### config.mk
export PLATFORM = sky130hd
export DESIGN_NAME = unique_key_ordered_set_top_flat
export DESIGN_NICKNAME = d
export VERILOG_FILES = /design/src/hw/rtl/ukos_pkg.sv /design/src/hw/rtl/ukos_if.sv /design/src/hw/rtl/ukos_ctrl.sv /design/src/hw/rtl/ukos_datapath.sv /design/src/hw/rtl/unique_key_ordered_set_top.sv /design/src/flat_wrapper.sv
export VERILOG_INCLUDE_DIRS = /design/src /design/src/hw/rtl
export SDC_FILE = /design/constraint.sdc
export NUM_CORES = 1
export LEC_CHECK = 0
export ABC_CLOCK_PERIOD_IN_PS = 8910
export BUFFER_PORTS_ARGS = -buffer_cell sky130_fd_sc_hd__buf_2
export CORE_MARGIN = 3
export CORE_UTILIZATION = 65
export DETAILED_ROUTE_END_ITERATION = 16
export PLACE_DENSITY_LB_ADDON = 0.25
export REMOVE_ABC_BUFFERS = 1
export SLEW_MARGIN = 0
export SYNTH_ARGS = -nofsm -noshare
export SYNTH_HDL_FRONTEND = slang
export SYNTH_SLANG_ARGS = --single-unit
### constraint.sdc
create_clock -name clk -period 8.91 [get_ports clk]
set_input_delay 0.4455 -clock clk [delete_from_list [all_inputs] [get_ports clk]]
set_output_delay 0.4455 -clock clk [all_outputs]
set_load 0.02 [all_outputs]
### src/hw/rtl/unique_key_ordered_set_top_defines.svh
// ----------------------------------------------------------------------------
// Assertion macros for the unique-key ordered set
// Concurrent checks on clk, idle while arst_n is low; empty for synthesis.
// ----------------------------------------------------------------------------
`ifndef UNIQUE_KEY_ORDERED_SET_TOP_DEFINES_SVH
`define UNIQUE_KEY_ORDERED_SET_TOP_DEFINES_SVH

`ifndef SYNTHESIS
// Property that must hold at every edge.
`define UKOS_ASSERT(label, prop) \
	label: assert property (@(posedge clk) disable iff (!arst_n) (prop)) \
		else $error("ukos check failed");
// Antecedent in one cycle implies consequent in the next.
`define UKOS_ASSERT_NEXT(label, ante, cons) \
	label: assert property (@(posedge clk) disable iff (!arst_n) (ante) |=> (cons)) \
		else $error("ukos sequence check failed");
`else
`define UKOS_ASSERT(label, prop)
`define UKOS_ASSERT_NEXT(label, ante, cons)
`endif

`endif

### src/hw/rtl/ukos_pkg.sv
// ----------------------------------------------------------------------------
// ukos_pkg
// Types, codes and fixed widths shared by the ordered-set modules.
// ----------------------------------------------------------------------------
package ukos_pkg;

	localparam int DEF_CAPACITY = 16;
	localparam int DEF_KEY_BITS = 32;

	localparam int ACTION_W    = 2;
	localparam int IN_KEY_W    = 32;
	localparam int POS_W       = 4;
	localparam int STATUS_W    = 3;
	localparam int COUNT_OUT_W = 5;

	typedef enum logic [ACTION_W-1:0] {
		ACT_INSERT = 2'd0,
		ACT_REMOVE = 2'd1,
		ACT_READ   = 2'd2,
		ACT_NONE   = 2'd3
	} action_t;

	typedef enum logic [STATUS_W-1:0] {
		ST_OK        = 3'd0,
		ST_DUP       = 3'd1,
		ST_NOT_FOUND = 3'd2,
		ST_FULL      = 3'd3,
		ST_RANGE     = 3'd4
	} status_t;

	typedef enum logic {
		S_IDLE = 1'b0,
		S_EXEC = 1'b1
	} state_t;

	// controller -> datapath
	typedef struct packed {
		logic load;  // capture item, register match vector
		logic exec;  // apply update, load result register
	} cmd_t;

	// datapath -> controller
	typedef struct packed {
		logic out_free;  // result register empty or being drained
	} dp_stat_t;

endpackage

### src/hw/rtl/ukos_if.sv
// ----------------------------------------------------------------------------
// ukos_in_if / ukos_out_if
// Valid/ready channels for request items and result items.
// ----------------------------------------------------------------------------
interface ukos_in_if import ukos_pkg::*; ();
	logic                       valid;
	logic                       ready;
	logic [ACTION_W-1:0]        action;
	logic signed [IN_KEY_W-1:0] key;
	logic [POS_W-1:0]           position;

	modport source (output valid, action, key, position, input ready);
	modport sink   (input valid, action, key, position, output ready);
endinterface

interface ukos_out_if import ukos_pkg::*; ();
	logic                       valid;
	logic                       ready;
	logic [STATUS_W-1:0]        status;
	logic signed [IN_KEY_W-1:0] read_key;
	logic [COUNT_OUT_W-1:0]     entry_count;

	modport source (output valid, status, read_key, entry_count, input ready);
	modport sink   (input valid, status, read_key, entry_count, output ready);
endinterface

### src/hw/rtl/ukos_ctrl.sv
// ----------------------------------------------------------------------------
// ukos_ctrl
// Two-state sequencer: capture an item, then apply it once the result slot frees.
// ----------------------------------------------------------------------------
module ukos_ctrl import ukos_pkg::*; (
	input  logic     clk,
	input  logic     arst_n,
	input  logic     in_valid,
	output logic     in_ready,
	input  dp_stat_t stat,
	output cmd_t     cmd
);

	state_t state_q, state_nxt;

	always_ff @(posedge clk or negedge arst_n) begin
		if (!arst_n) begin
			state_q <= S_IDLE;
		end else begin
			state_q <= state_nxt;
		end
	end

	always_comb begin
		state_nxt = state_q;
		in_ready  = 1'b0;
		cmd       = '0;
		unique case (state_q)
			S_IDLE: begin
				in_ready = 1'b1;
				if (in_valid) begin
					cmd.load  = 1'b1;
					state_nxt = S_EXEC;
				end
			end
			S_EXEC: begin
				if (stat.out_free) begin
					cmd.exec  = 1'b1;
					state_nxt = S_IDLE;
				end
			end
			default: state_nxt = S_IDLE;
		endcase
	end

endmodule

### src/hw/rtl/ukos_datapath.sv
// ----------------------------------------------------------------------------
// ukos_datapath
// Row of key cells with per-cell match, shift-in/close-gap update, read mux
// and the result register.
// ----------------------------------------------------------------------------
module ukos_datapath import ukos_pkg::*; #(
	parameter int CAPACITY = DEF_CAPACITY,
	parameter int KEY_BITS = DEF_KEY_BITS
) (
	input  logic                       clk,
	input  logic                       arst_n,
	input  cmd_t                       cmd,
	output dp_stat_t                   stat,
	input  logic [ACTION_W-1:0]        in_action,
	input  logic signed [IN_KEY_W-1:0] in_key,
	input  logic [POS_W-1:0]           in_position,
	output logic                       out_valid,
	input  logic                       out_ready,
	output logic [STATUS_W-1:0]        out_status,
	output logic signed [IN_KEY_W-1:0] out_read_key,
	output logic [COUNT_OUT_W-1:0]     out_entry_count
);

	localparam int CNT_W = $clog2(CAPACITY + 1);
	localparam int PW    = (CNT_W > POS_W) ? CNT_W : POS_W;

	// captured item and match vector
	action_t                    op_q;
	logic signed [KEY_BITS-1:0] key_q;
	logic [POS_W-1:0]           pos_q;
	logic [CAPACITY-1:0]        match_q;

	// key cells, newest at 0
	logic signed [KEY_BITS-1:0] store_q [CAPACITY];
	logic [CAPACITY-1:0]        valid_q;
	logic [CNT_W-1:0]           count_q;

	// result register
	logic                       out_valid_q;
	status_t                    out_status_q;
	logic signed [IN_KEY_W-1:0] out_key_q;
	logic [COUNT_OUT_W-1:0]     out_count_q;

	logic signed [KEY_BITS-1:0] key_in;
	logic                       found, full, in_range;
	logic [CAPACITY-1:0]        shift_from;
	logic [PW-1:0]              pos_w, count_w;
	logic signed [KEY_BITS-1:0] rd_key;
	logic signed [IN_KEY_W-1:0] rk;
	status_t                    st;
	logic                       do_ins, do_rem;
	logic [CNT_W-1:0]           count_nxt;

	assign key_in = KEY_BITS'(in_key);

	// capture
	always_ff @(posedge clk) begin
		if (cmd.load) begin
			op_q  <= action_t'(in_action);
			key_q <= key_in;
			pos_q <= in_position;
			for (int i = 0; i < CAPACITY; i++) begin
				match_q[i] <= valid_q[i] && (store_q[i] == key_in);
			end
		end
	end

	// keys are unique, so at most one match bit is set
	always_comb begin
		shift_from = match_q;
		for (int s = 1; s < CAPACITY; s = s * 2) begin
			shift_from = shift_from | (shift_from << s);
		end
	end

	assign found   = |match_q;
	assign full    = (count_q == CNT_W'(CAPACITY));
	assign pos_w   = PW'(pos_q);
	assign count_w = PW'(count_q);
	assign in_range = (pos_w < count_w);

	always_comb begin
		rd_key = '0;
		for (int i = 0; i < CAPACITY; i++) begin
			if (pos_w == PW'(i)) begin
				rd_key = store_q[i];
			end
		end
	end

	always_comb begin
		st        = ST_OK;
		rk        = '0;
		do_ins    = 1'b0;
		do_rem    = 1'b0;
		count_nxt = count_q;
		case (op_q)
			ACT_INSERT: begin
				if (found) begin
					st = ST_DUP;
				end else if (full) begin
					st = ST_FULL;
				end else begin
					do_ins    = 1'b1;
					count_nxt = count_q + CNT_W'(1);
				end
			end
			ACT_REMOVE: begin
				if (!found) begin
					st = ST_NOT_FOUND;
				end else begin
					do_rem    = 1'b1;
					count_nxt = count_q - CNT_W'(1);
				end
			end
			ACT_READ: begin
				if (in_range) begin
					rk = IN_KEY_W'(rd_key);
				end else begin
					st = ST_RANGE;
				end
			end
			default: ;
		endcase
	end

	// key cells: shift back on insert, close the gap on remove
	always_ff @(posedge clk) begin
		if (cmd.exec) begin
			if (do_ins) begin
				store_q[0] <= key_q;
				for (int i = 1; i < CAPACITY; i++) begin
					store_q[i] <= store_q[i-1];
				end
			end else if (do_rem) begin
				for (int i = 0; i < CAPACITY - 1; i++) begin
					if (shift_from[i]) begin
						store_q[i] <= store_q[i+1];
					end
				end
			end
		end
	end

	always_ff @(posedge clk or negedge arst_n) begin
		if (!arst_n) begin
			valid_q <= '0;
			count_q <= '0;
		end else if (cmd.exec) begin
			count_q <= count_nxt;
			if (do_ins) begin
				valid_q <= {valid_q[CAPACITY-2:0], 1'b1};
			end else if (do_rem) begin
				for (int i = 0; i < CAPACITY - 1; i++) begin
					if (shift_from[i]) begin
						valid_q[i] <= valid_q[i+1];
					end
				end
				valid_q[CAPACITY-1] <= 1'b0;
			end
		end
	end

	always_ff @(posedge clk or negedge arst_n) begin
		if (!arst_n) begin
			out_valid_q <= 1'b0;
		end else if (cmd.exec) begin
			out_valid_q <= 1'b1;
		end else if (out_ready) begin
			out_valid_q <= 1'b0;
		end
	end

	always_ff @(posedge clk) begin
		if (cmd.exec) begin
			out_status_q <= st;
			out_key_q    <= rk;
			out_count_q  <= COUNT_OUT_W'(count_nxt);
		end
	end

	assign stat.out_free   = !out_valid_q || out_ready;
	assign out_valid       = out_valid_q;
	assign out_status      = out_status_q;
	assign out_read_key    = out_key_q;
	assign out_entry_count = out_count_q;

endmodule

### src/hw/rtl/unique_key_ordered_set_top.sv
// Each item is captured, then applied; the apply step loads the result register.
// No new item is taken until the last one is applied; the match vector is registered
//   between the per-cell compare and the shift update: a capture step and an apply step.
// The apply cycle waits while a previous result sits untaken in the output register.
// Reset (arst_n low): count, valid bits, sequencer and output valid clear at once;
//   key cells are not cleared and need no clearing pass.
// ----------------------------------------------------------------------------
// unique_key_ordered_set_top
// Ordered set of distinct signed keys, newest first: insert, remove, read.
// ----------------------------------------------------------------------------
`include "unique_key_ordered_set_top_defines.svh"

module unique_key_ordered_set_top import ukos_pkg::*; #(
	parameter int CAPACITY = DEF_CAPACITY,  // 2..31 key cells
	parameter int KEY_BITS = DEF_KEY_BITS   // stored key width, 8..64
) (
	input  logic         clk,
	input  logic         arst_n,
	ukos_in_if.sink      req,
	ukos_out_if.source   rsp
);

	cmd_t     cmd;
	dp_stat_t stat;
	logic     in_ready;

	// Sequencer: IDLE takes an item (ready high), EXEC applies it.
	ukos_ctrl u_ctrl (
		.clk      (clk),
		.arst_n   (arst_n),
		.in_valid (req.valid),
		.in_ready (in_ready),
		.stat     (stat),
		.cmd      (cmd)
	);

	assign req.ready = in_ready;

	// Datapath: on capture each cell compares its key with the item's key
	// (truncated or sign-extended to KEY_BITS); on apply an insert shifts the
	// row back to take the new key at the front, and a remove has every cell at
	// or behind the hit pull from its neighbor to close the gap.
	ukos_datapath #(
		.CAPACITY (CAPACITY),
		.KEY_BITS (KEY_BITS)
	) u_dp (
		.clk             (clk),
		.arst_n          (arst_n),
		.cmd             (cmd),
		.stat            (stat),
		.in_action       (req.action),
		.in_key          (req.key),
		.in_position     (req.position),
		.out_valid       (rsp.valid),
		.out_ready       (rsp.ready),
		.out_status      (rsp.status),
		.out_read_key    (rsp.read_key),
		.out_entry_count (rsp.entry_count)
	);

	// One item in flight: in the cycle after an accept the input is closed.
	`UKOS_ASSERT_NEXT(a_one_in_flight, req.valid && req.ready, !req.ready)
	// Apply only into a free result slot, so no result is overwritten.
	`UKOS_ASSERT(a_exec_slot_free, !cmd.exec || stat.out_free)
	// Capture and apply never coincide.
	`UKOS_ASSERT(a_cmd_exclusive, !(cmd.load && cmd.exec))
	// Every apply presents a result on the next cycle.
	`UKOS_ASSERT_NEXT(a_exec_gives_result, cmd.exec, rsp.valid)

endmodule

### src/flat_wrapper.sv
// flat-port wrapper written by rule: the top's interface ports become plain ports
module unique_key_ordered_set_top_flat import ukos_pkg::*;
#(
	parameter int CAPACITY = DEF_CAPACITY,                    
	parameter int KEY_BITS = DEF_KEY_BITS                             
)
  (clk, arst_n, req_valid, req_action, req_key, req_position, req_ready, rsp_valid, rsp_status, rsp_read_key, rsp_entry_count, rsp_ready);
  ukos_in_if req_i ();
  ukos_out_if rsp_i ();
  input  logic clk;
  input  logic arst_n;
  input wire logic [$bits(req_i.valid)-1:0] req_valid;
  input wire logic [$bits(req_i.action)-1:0] req_action;
  input wire logic [$bits(req_i.key)-1:0] req_key;
  input wire logic [$bits(req_i.position)-1:0] req_position;
  output wire logic [$bits(req_i.ready)-1:0] req_ready;
  output wire logic [$bits(rsp_i.valid)-1:0] rsp_valid;
  output wire logic [$bits(rsp_i.status)-1:0] rsp_status;
  output wire logic [$bits(rsp_i.read_key)-1:0] rsp_read_key;
  output wire logic [$bits(rsp_i.entry_count)-1:0] rsp_entry_count;
  input wire logic [$bits(rsp_i.ready)-1:0] rsp_ready;
  assign req_i.valid = req_valid;
  assign req_i.action = req_action;
  assign req_i.key = req_key;
  assign req_i.position = req_position;
  assign req_ready = req_i.ready;
  assign rsp_valid = rsp_i.valid;
  assign rsp_status = rsp_i.status;
  assign rsp_read_key = rsp_i.read_key;
  assign rsp_entry_count = rsp_i.entry_count;
  assign rsp_i.ready = rsp_ready;
  unique_key_ordered_set_top #(.CAPACITY(CAPACITY), .KEY_BITS(KEY_BITS)) u_core (.clk(clk), .arst_n(arst_n), .req(req_i), .rsp(rsp_i));
endmodule
======== Word level (Yosys, flattened, before mapping) ========
Memories as Yosys holds them, arrays and structs flattened.
Cells that the tools add are included.
word-level totals
  register bits ........................... 117
  bits in writable memories ............... 512
  bits of input ports ..................... 42
  output and inout bits ................... 42
  logic and storage cells ................. 288
  memories ................................ 1
memories
  memory               depth  width  rd ports  clocked after Yosys merged registers in  wr ports  line                 text
  u_core.u_dp.store_q  16     32     16        0                                        16        ukos_datapath.sv:34  logic signed [KEY_BITS-1:0] store_q [CAPACITY];
operators by class
  add/subtract/negate cells ............... 2
  magnitude comparators ................... 1
  equal/unequal tests ..................... 34
  mux-type cells .......................... 149
  bitwise logic cells ..................... 20
  reductions and logical operators ........ 55
operators with widths
  cell                                                                   count
  32-bit 2-to-1 mux                                                      31
  32-bit equality test                                                   16
  1-bit 2-to-1 mux                                                       106
  15-bit OR                                                              4
  3-bit AND reduction                                                    15
  2-bit nonzero test                                                     17
  4-bit equality test, second input constant                             8
  16-bit 2-to-1 mux                                                      2
  4-bit by 3-bit equality test with 1-bit output, second input constant  4
  1-bit logical AND                                                      16
  16-bit OR reduction                                                    1
  5-bit 2-to-1 mux                                                       3
  1-bit OR                                                               15
  5-bit one-hot mux with 2 select lines                                  1
  3-bit one-hot mux with 3 select lines                                  1
  4-bit by 2-bit equality test with 1-bit output, second input constant  2
  2-bit 2-to-1 mux                                                       3
  5-bit by 1-bit adder with 5-bit output, second input constant          1
  5-bit equality test, second input constant                             1
  5-bit logical NOT                                                      1
  4-bit by 5-bit less-than comparator with 1-bit output                  1
  5-bit by 1-bit subtractor with 5-bit output, second input constant     1
  4-bit by 1-bit equality test with 1-bit output, second input constant  1
  2-bit AND reduction                                                    2
  8 further kinds                                                        8

======== Longest topological paths before layout ========
  depth after elaboration ................. 17
  gate-level depth with buffers ........... 11
  depth with buffers taken out ............ 8

======== Modules after synthesis ========
Synthesis repeated with hierarchy kept, for this count alone.
second synthesis, totals
  cell total of the unflattened synthesis .. 3320
  area total of the unflattened synthesis .. 36737.7 µm²
modules (own cells, without submodules)
  module         times used  cells each  area an instance (µm²)  sequential area each (µm²)
  ukos_datapath  1           3314        36683.9                 18748.0
  ukos_ctrl      1           6           53.8                    25.0

======== Worst setup path after synthesis ========
OpenSTA, ideal clock, no wires.
  kind .................................... reg-to-reg
  start point ............................. register u_core.u_dp.match_q[0]
  end point ............................... register u_core.u_dp.valid_q[12]
  setup time .............................. 0.127 ns
  data arrival time ....................... 4.260 ns
  path slack .............................. 4.522 ns
  cell stages (with the launch flop) ...... 10
  buffers on the path ..................... 3
  clock period less this slack ............ 4.388 ns
  cells stage by stage .................... edfxtp_1 -> or4_1 -> clkbuf_1 -> or4_1 -> clkbuf_1 -> or4_1 -> buf_2 -> o21a_4 -> nor3_2 -> mux2_1
on the way
  cells in the longest elaborated chain, start to end .. 6
ends and longest elaborated chain
  item                                  line                  text
  from (decl)                           ukos_datapath.sv:31   logic [CAPACITY-1:0] match_q;
  from (signal, indexed assignment)     ukos_datapath.sv:63   match_q[i] <= valid_q[i] && (store_q[i] == key_in);
  15-bit OR (4 in a row)                ukos_datapath.sv:72   shift_from = shift_from | (shift_from << s);
  2-bit nonzero test (no source line)   --
  3-bit AND reduction (no source line)  --
  to (signal assigned)                  ukos_datapath.sv:152  valid_q <= {valid_q[CAPACITY-2:0], 1'b1};
  to (signal, indexed assignment)       ukos_datapath.sv:156  valid_q[i] <= valid_q[i+1];
  to (decl)                             ukos_datapath.sv:35   logic [CAPACITY-1:0] valid_q;
Several ways; a longest one is shown, not always the timed one.
A chain may end at the register's enable or synchronous reset.

==> flow_summary.json <==
{
  "finalHoldViolCount": 0,
  "synth_edf_count": 606,
  "crit_required_ns": 9.38,
  "hp-class": "in -> reg",
  "synth_area_per_cell_sq_um": 11.5,
  "path_max_fanout": 60,
  "drc": 0,
  "timing.final.crit_period_ns": 4.76,
  "finalCritPeriodShare_pct": 53.5,
  "layout_setup_ws_ns": 4.15,
  "pin_count": 84,
  "dp_worst_setup_slack_ns": 4.31,
  "synth_fa_ha_area_share_pct": 0.173,
  "rsz0062_at_grt": "no",
  "skew_ns": 0.0256,
  "clk_latency_ns": 0.62,
  "initial_core_util_pct": 66.5,
  "power_density_nw_per_um2": 243,
  "status": "complete, but fails checks",
  "gp_congestion": 1.04,
  "cts_root_buf": "clkbuf_16",
  "critPathCaptureType": "register",
  "violations": "capacitance limit, slew limit",
  "instances_no_fill": 3922,
  "synth_top_family_by_area": "multiplexers",
  "antennaDiodeCount": 0,
  "layout.nets": 3177,
  "cts_tree": "yes",
  "ys_ff_latch": 629,
  "path_class": "reg -> reg",
  "syn-cell-area_sq_um": 36200,
  "wl_per_cell_um": 32.6,
  "portBuffers": 83,
  "grt_max_degree": 129,
  "htreeDepth": 3,
  "syn_inst": 3140,
  "rows": 85,
  "layout-drive-gt1-share_pct": 19.8,
  "grt_pass1_vias": 26600,
  "maxCapViolations": 1,
  "post-cts-setup-buffers": 0,
  "synth_compound_area_share_pct": 6.19,
  "yosys.cell_types.count": 64,
  "detail-route-antenna-nets": 0,
  "areaGrowthSynthToFinish_pct": 8.84,
  "core_sq_um": 54500,
  "critPathArrivalTime_ns": 5.24,
  "dp_hpwl_um": 88300,
  "clock_sinks": 629,
  "ys.flop_type": "edfxtp_1",
  "async_flop_share_pct": 3.66,
  "fmax_mhz": 210,
  "drt_iter0_markers": 5624,
  "grt_use_total_pct": 42.9,
  "ys_seq_area_share_pct": 51.8,
  "hold_slack_ns": 0.0192,
  "synth-simple-area-share_pct": 11.6,
  "routed_via_density": 7.20,
  "slew_headroom_pct": -1.89,
  "grt_pass1_wl_um": 185000,
  "drv_slew": 10,
  "die_w_um": 242,
  "yosys_warnings": 0,
  "cts_buffer_depth": 3,
  "firstDrtPassIters": 7,
  "vdd_drop_max_mv": 0.223,
  "synth_xor_area_share_pct": 12.5,
  "drt_wl_total_um": 128000,
  "setup_violations": 0,
  "via_count": 28200,
  "dp_cells": 3794,
  "p_leak_nw": 13.5,
  "muxShareOfSynthArea_pct": 15.1,
  "tightest_slew_ns": 1.53,
  "grt_overflow_total": 0,
  "die_y_um": 242,
  "clk_pin_slew_ns": 0.06,
  "dieArea_sq_um": 58600,
  "setup_tns_ns": 0,
  "cts_made_buffers": 68,
  "grt_antenna_before_repair": 4,
  "cp-start-kind": "register"
}
[synth_stat cells (all sizes together), types with 7 or more instances]
cell | number | area share [%]
xor2 | 64 | 1.5
o22ai | 48 | 0.83
a31oi | 12 | 0.21
a22o | 7 | 0.17
buf | 39 | 0.46
nor2b | 14 | 0.24
a21o | 8 | 0.17
a2bb2oi | 8 | 0.19
xnor2 | 453 | 11
mux4 | 31 | 1.9
o31ai | 10 | 0.21
nand2 | 545 | 5.6
a21boi | 7 | 0.15
inv | 23 | 0.24
a221oi | 23 | 0.57
edfxtp | 606 | 50
a22oi | 10 | 0.21
a211oi | 16 | 0.35
a21oi | 71 | 0.98
nor3 | 50 | 0.75
clkbuf | 182 | 1.9
nand2b | 18 | 0.31
o211ai | 11 | 0.23
o221ai | 8 | 0.19
o21ai | 69 | 0.95
dfrtp | 23 | 1.6
mux2 | 351 | 11
nor2 | 100 | 1.0
mux2i | 81 | 2.2
nor4 | 52 | 0.90
nand4 | 114 | 2.0
nand3 | 28 | 0.39
[what timing repair did]
action / CTS / global route
hold buffers: 5 / 0
hold endpoints to repair: 27 / 0
gates resized for setup: 0 / 0
[cells in the final DEF, fill, tap and decap left out, types with 11 or more instances in the layout]
cell type	synthesis	layout
edfxtp_1	606	606
nand2_1	545	544
xnor2_1	453	453
mux2_2	348	348
nand4_1	114	114
nor2_1	100	98
buf_2	16	83
mux2i_1	81	81
a21oi_1	71	71
clkbuf_16	0	70
o21ai_0	68	66
xor2_1	64	64
nor4_1	52	52
buf_4	0	50
o22ai_1	48	48
nor3_1	47	46
mux4_2	31	31
nand3_1	28	27
inv_1	23	23
dfrtp_1	23	23
a221oi_1	22	22
clkinv_1	2	20
nand2b_1	18	18
a211oi_1	15	15
clkbuf_1	182	13
a31oi_1	12	12
nor2b_1	14	12
o211ai_1	11	11
clkinv_2	0	11
[metal layers]
layer	vias to the layer above	track usage [%]	wire, um
met5	-	0	62
met3	384	16.2	21000
met2	2582	63.0	55100
met1	13800	58.2	45000
li1	11400	-	-
met4	8	16.7	6560
[critical path, cell delays in order, from the launching register on]
cell      delay [ns]
edfxtp_1        0.43
or4_1           0.69
or4_1           0.70
nor3_1          0.45
and3_4          0.71
buf_4           0.66
buf_4           0.65
nand2_1         0.14
nand2_1         0.11
[sequential cells by signal, indices dropped and copies added, names as in the netlist]
signal,count
u_core.u_ctrl.state_q,1
u_core.u_dp.match_q,16
u_core.u_dp.pos_q,4
u_core.u_dp.out_status,3
u_core.u_dp.out_entry_count,5
u_core.u_dp.out_valid,1
u_core.u_dp.op_q,2
u_core.u_dp.count_q,5
u_core.u_dp.out_read_key,32
u_core.u_dp.key_q,32
u_core.u_dp.store_q,512
u_core.u_dp.valid_q,16
[path summary, 6_finish.rpt]
kind,end,from,cells after the start,slack (ns)
min reg2reg,u_core.u_dp.store_q[1][251]$_DFFE_PP_,u_core.u_dp.store_q[1][219]$_DFFE_PP_,0,0.54
max,u_core.u_dp.store_q[1][65]$_DFFE_PP_,u_core.u_dp.match_q[1]$_DFFE_PP_,8,4.15
max reg2reg,u_core.u_dp.store_q[1][65]$_DFFE_PP_,u_core.u_dp.match_q[1]$_DFFE_PP_,8,4.15
min in group asynchronous,u_core.u_dp.valid_q[2]$_DFFE_PN0P_,arst_n,2,0.41
max in group asynchronous,u_core.u_dp.count_q[3]$_DFFE_PN0P_,arst_n,2,8.06
min,u_core.u_dp.op_q[0]$_DFFE_PP_,req_action[0],1,0.02
[power by group]
part,switching (mW),internal (mW)
Combinational,1.61,0.915
Sequential,0.433,3.82
Clock,1.21,1.59
Total,3.25,6.32
[final cells by class]
cell class / count / area [sq um]
multi-input combinational: 2265 / 16600
clock inverter: 40 / 328
timing repair buffer: 141 / 901
sequential: 629 / 18800
clock buffer: 83 / 1800
inverter: 25 / 93.8
fill: 3852 / 15000
tap: 739 / 925
[through the flow]
step	area (sq um)	utilization, %	total power [mW]
global placement	37300	68.4	6.63
finish	39400	72.4	9.57
global route	39400	72.4	9.80
floorplan	35400	-	5.71
CTS	39400	72.4	9.45
detailed placement	37300	68.4	6.70
[cells by family after synthesis]
logic type | after synthesis
buffers and inverters | 246
flip-flops | 629
adder cells (fa/ha/maj) | 5
AND/OR/NAND/NOR | 942
multiplexers | 463
AO/OA/AOI/OAI | 338
XOR/XNOR | 517
(Power assumes the default switching activity.)
